**config.mk**
```make
export PLATFORM = sky130hd
export DESIGN_NAME = strg_ctrl
export DESIGN_NICKNAME = d
export VERILOG_FILES = /design/src/hdl/strg_pkg.sv /design/src/hdl/strg_ctrl.sv
export SDC_FILE = /design/constraint.sdc
export NUM_CORES = 1
export LEC_CHECK = 0
export ABC_AREA = 1
export ABC_CLOCK_PERIOD_IN_PS = 1320
export BUFFER_PORTS_ARGS = -buffer_cell sky130_fd_sc_hd__buf_4
export CORE_AREA = 2 2 39 41
export CTS_CLUSTER_DIAMETER = 200
export CTS_CLUSTER_SIZE = 25
export DETAILED_ROUTE_END_ITERATION = 8
export DIE_AREA = 0 0 41 43
export PLACE_DENSITY_LB_ADDON = 0.2
export SYNTH_ARGS = -nofsm -noshare
export SYNTH_HDL_FRONTEND = slang
export SYNTH_SLANG_ARGS = --single-unit
```
**constraint.sdc**
```tcl
create_clock -name clock -period 1.32 [get_ports clock]
set_input_delay 0.066 -clock clock [delete_from_list [all_inputs] [get_ports clock]]
set_output_delay 0.066 -clock clock [all_outputs]
set_load 0.02 [all_outputs]
```
**src/hdl/strg_pkg.sv**
```systemverilog
// Shared constants and controller/datapath interface types for the slope threshold run gate.
package strg_pkg;

   localparam int COORD_W    = 32;
   localparam int ELEV_W     = 32;
   localparam int GAIN_W     = 32;
   localparam int RATIO_W    = 32;
   localparam int MIN_RUN_W  = 7;
   localparam int CSR_IDX_W  = 1;
   localparam int CSR_DATA_W = 32;
   localparam int REQ_DATA_W = 2 * COORD_W + ELEV_W + GAIN_W;
   localparam int RSP_DATA_W = 2 * COORD_W + RATIO_W;
   localparam int PROD_W     = ELEV_W + 1 + GAIN_W;
   localparam int FRAC_SHIFT = 24;

   localparam logic [CSR_IDX_W-1:0] REG_THRESHOLD = 1'd0;
   localparam logic [CSR_IDX_W-1:0] REG_MIN_RUN   = 1'd1;

   typedef struct packed {
      logic load;
      logic mult;
      logic buf_write;
      logic run_clear;
      logic set_passing;
      logic flush_start;
      logic emit_pass;
      logic flush_emit;
   } dp_cmd_type;

   typedef struct packed {
      logic had_prev;
      logic flagged;
      logic passing;
      logic reach;
      logic flush_last;
      logic eol;
      logic out_free;
   } dp_sts_type;

endpackage

```
**src/hdl/strg_ctrl.sv**
```systemverilog
// Controller state machine that sequences each request through the datapath.
module strg_ctrl
   import strg_pkg::*;
(
   input  logic       clock,
   input  logic       reset,
   input  logic       req_tvalid,
   output logic       req_tready,
   output dp_cmd_type cmd,
   input  dp_sts_type sts
);

   typedef enum logic [2:0] {
      S_IDLE,
      S_CALC,
      S_DECIDE,
      S_EMIT,
      S_FRD,
      S_FWAIT
   } state_type;

   state_type state_ff;
   state_type state_in;

   assign req_tready = (state_ff == S_IDLE);

   always_comb begin
      state_in = state_ff;
      cmd      = '0;
      unique case (state_ff)
         S_IDLE: begin
            if (req_tvalid) begin
               cmd.load = 1'b1;
               state_in = S_CALC;
            end
         end
         S_CALC: begin
            cmd.mult = 1'b1;
            state_in = S_DECIDE;
         end
         S_DECIDE: begin
            priority if (!sts.had_prev || !sts.flagged) begin
               cmd.run_clear = 1'b1;
               state_in      = S_IDLE;
            end else if (sts.passing) begin
               state_in = S_EMIT;
            end else begin
               cmd.buf_write = 1'b1;
               if (sts.reach) begin
                  cmd.flush_start = 1'b1;
                  state_in        = S_FRD;
               end else begin
                  cmd.run_clear = sts.eol;
                  state_in      = S_IDLE;
               end
            end
         end
         S_EMIT: begin
            if (sts.out_free) begin
               cmd.emit_pass = 1'b1;
               cmd.run_clear = sts.eol;
               state_in      = S_IDLE;
            end
         end
         S_FRD: begin
            state_in = S_FWAIT;
         end
         S_FWAIT: begin
            if (sts.out_free) begin
               cmd.flush_emit = 1'b1;
               if (sts.flush_last) begin
                  cmd.run_clear   = sts.eol;
                  cmd.set_passing = !sts.eol;
                  state_in        = S_IDLE;
               end else begin
                  state_in = S_FRD;
               end
            end
         end
         default: begin
            state_in = S_IDLE;
         end
      endcase
   end

   always_ff @(posedge clock) begin
      if (reset) begin
         state_ff <= S_IDLE;
      end else begin
         state_ff <= state_in;
      end
   end

`ifndef SYNTH
   a_emit_needs_room: assert property (@(posedge clock) disable iff (reset)
      (cmd.emit_pass || cmd.flush_emit) |-> sts.out_free)
      else $error("result loaded while the output register is occupied");

   a_single_emit: assert property (@(posedge clock) disable iff (reset)
      !(cmd.emit_pass && cmd.flush_emit))
      else $error("pass-through and flush results loaded together");

   a_no_buffer_when_passing: assert property (@(posedge clock) disable iff (reset)
      cmd.buf_write |-> !sts.passing)
      else $error("point buffered while the run is already passing");
`endif

endmodule

```
==> impl_metrics.py <==
metrics = {
    "synthesis": {
        "synth_area_um2": 277,
        "seq_area_frac_synth_pct": 21.7,
        "syn_nets": 62,
        "synth_seq_cells": 3,
        "syn_avg_cell_area_um2": 5.32,
        "yosysWarnings": 0,
        "syn_inst": 52,
        "synthDistinctLibCells": 15,
    },
    "cells_and_area": {
        "utilization_pct": 39.9,
        "stdcell_area_um2": 552,
        "layout-drive-gt1-share_pct": 48.7,
        "fin_cells": 94,
        "insertedDiodeCount": 0,
        "largest-register": "state_ff",
        "largest_reg_flops": 3,
        "nets": 89,
        "reg_top3": "state_ff: 3 flops",
        "syn_to_final_growth_pct": 99.5,
    },
    "routing": {
        "viasPerCell": 4.21,
        "routedWlPerCell_um": 8.39,
        "first_pass_iters": 2,
        "ant_nets": 0,
        "route.detailed.drc": 0,
        "route.vias.total": 396,
        "drt-initial-drc-count": 3,
        "wirelength_um": 789,
    },
    "cts": {
        "cts_tree": "yes",
        "htree_levels": 1,
        "path_clk_slew_ns": 0.03,
        "clockBufferDepth": 2,
        "cts_root_buf": "clkbuf_4",
        "cts_buffers": 3,
        "clk_latency_ns": 0.23,
        "clkSinkCount": 3,
    },
    "place": {
        "io_buffers": 18,
        "dp.final_hpwl_um": 635,
        "gp_congestion": 0.688,
        "place_area_um2": 437,
        "dp_cells": 86,
    },
    "floorplan": {
        "die_x_um": 41,
        "initial_core_util_pct": 20.0,
        "chipHeight_um": 43,
        "rows": 14,
        "die_area_um2": 1760,
        "io_pins": 19,
        "coreArea_um2": 1380,
    },
    "worst_setup_path": {
        "crit_chain": "inv_6, nand3_4, nor2_4, a21oi_1, o21ai_1, buf_4",
        "cp_data_arrival_time_ns": 1.18,
        "crit_family": "flip-flops",
        "path_class": "reg2out",
        "cp.required_ns": 1.25,
        "crit_fanout": 5,
        "critPathMaxStageDelay_ns": 0.37,
        "r2r-end": "state_ff[2]",
        "rr_worst_depth": 7,
        "worst_setup_path_start_kind": "flip-flop",
        "worst-path-buf-inv": 2,
        "cp-end-kind": "primary output",
        "reg2reg_from": "state_ff[2]",
        "slowest_stage": "dfxtp_4",
        "reg2reg_slack_ns": 0.26,
    },
    "sta": {
        "finalClockSkew_ns": 0.000769,
        "fin_crit_ns": 1.25,
        "hold_viol_final": 0,
        "rsz0062_at_grt": "no",
        "fmax_mhz": 802,
        "setup_tns_ns": 0,
        "tightest_slew_ns": 0.217,
        "finalSetupViolations": 0,
        "slew_headroom_pct": 85.4,
        "fin_crit_sh_pct": 94.4,
        "drv_slew": 0,
    },
    "global_routing": {
        "antenna_found_initial": 0,
        "first_global_vias": 353,
        "grt_pass1_wl_um": 1240,
        "grt_overflow": 0,
        "grt_use_total_pct": 10.3,
        "grt_max_degree": 7,
    },
    "pwr": {
        "power_density_nw_per_um2": 803,
        "power.leakage_nw": 0.285,
        "peakVddDrop_uv": 395,
    },
    "status": {
        "run_status": "finished, final reports clean",
    },
    "hold_path": {
        "min_path_cells": 4,
        "hold-path-endpoint": "state_ff[1]",
        "hp-start": "sts[0]",
        "hold_path.class": "in2reg",
    },
    "run": {
        "cap_violations": 0,
    },
}
==> metal layers <==
metal / GRT usage [%] / wire length [µm]
met1: 11.6 / 319
met4: 6.00 / 0
met3: 3.14 / 57
met2: 16.3 / 412
met5: 0 / 0
==> worst max path at each step <==
| stage | from | end | depth (start not counted) |
|---|---|---|---|
| floorplan | state_ff[1] | cmd[4] | 5 |
| global placement | state_ff[1] | cmd[4] | 6 |
| detailed placement | state_ff[1] | cmd[4] | 6 |
| CTS | state_ff[1] | cmd[4] | 6 |
| global route | state_ff[2] | cmd[4] | 6 |
| finish | state_ff[1] | cmd[4] | 6 |
==> logic make-up after synthesis <==
kind of cell,share of synthesized area (%)
DFF,21.7
and+or+nand+nor,50.2
buffers and inverters,14.9
AOI/OAI and AO/OA,13.1
==> placed cells by master, fill, tap and decap left out <==
| master | instances |
|---|---|
| clkbuf_1 | 1 |
| buf_4 | 21 |
| clkbuf_4 | 3 |
| o21ai_1 | 1 |
| nor2_1 | 5 |
| o211ai_1 | 1 |
| dlygate4sd3_1 | 1 |
| nor2_2 | 2 |
| dfxtp_4 | 2 |
| nand3_4 | 2 |
| a21oi_2 | 1 |
| inv_6 | 1 |
| nand2_1 | 14 |
| dfxtp_2 | 1 |
| inv_4 | 1 |
| nor3_1 | 2 |
| nand3_1 | 3 |
| nand2_4 | 1 |
| inv_1 | 8 |
| a21oi_1 | 1 |
| nor2_4 | 2 |
| nor4_1 | 1 |
| o21ai_0 | 2 |
| inv_2 | 1 |
==> tightest hold or removal path: cells and delay by family <==
kind                   cells  cell delay (ns)
AND/OR/NAND/NOR            1             0.06
AO/OA/AOI/OAI              1             0.09
buffers and inverters      2             0.12
==> metrics by stage <==
step | worst slack (ns) | power, mW | hold slack, ns
6_report | 0.0736 | 0.443 | 0.142
5_1_grt | 0.0158 | 0.477 | 0.158
4_1_cts | 0.00177 | 0.434 | 0.145
3_5_place_dp | 0.198 | 0.260 | 0.234
3_3_place_gp | 0.191 | 0.260 | 0.232
2_1_floorplan | 0.0479 | 0.196 | 0.128
==> cell usage after synthesis, drive strengths merged <==
cell type,instances,area share [%]
a21oi,2,5.0
nor4,1,2.3
nand2,15,21
o211ai,1,2.7
inv,11,15
nor2,9,14
o21ai,3,5.4
nand3,5,9.0
dfxtp,3,22
nor3,2,3.6
==> repair_timing <==
| item | in CTS | in global routing |
|---|---|---|
| hold endpoints to repair | 1 | 0 |
| setup endpoints to repair | 1 | 3 |
| pin swaps | 1 | 2 |
| setup buffers | 2 | 1 |
| gates resized for setup | 3 | 12 |
| hold buffers | 1 | 0 |
==> power breakdown <==
group | switching, mW | total, mW | internal [mW]
logic | 0.0904 | 0.166 | 0.0758
clock network | 0.0438 | 0.157 | 0.113
registers | 0.0193 | 0.120 | 0.101
total | 0.154 | 0.443 | 0.290
==> final cells by class <==
type,count,area (µm²)
Multi-Input combinational cell,38,220
Fill cell,161,832
Inverter,11,48.8
Sequential cell,3,68.8
Timing Repair Buffer,22,168
Tap cell,16,20.0
Clock buffer,4,26.3
No activity file was read; power rests on OpenSTA's default activity.
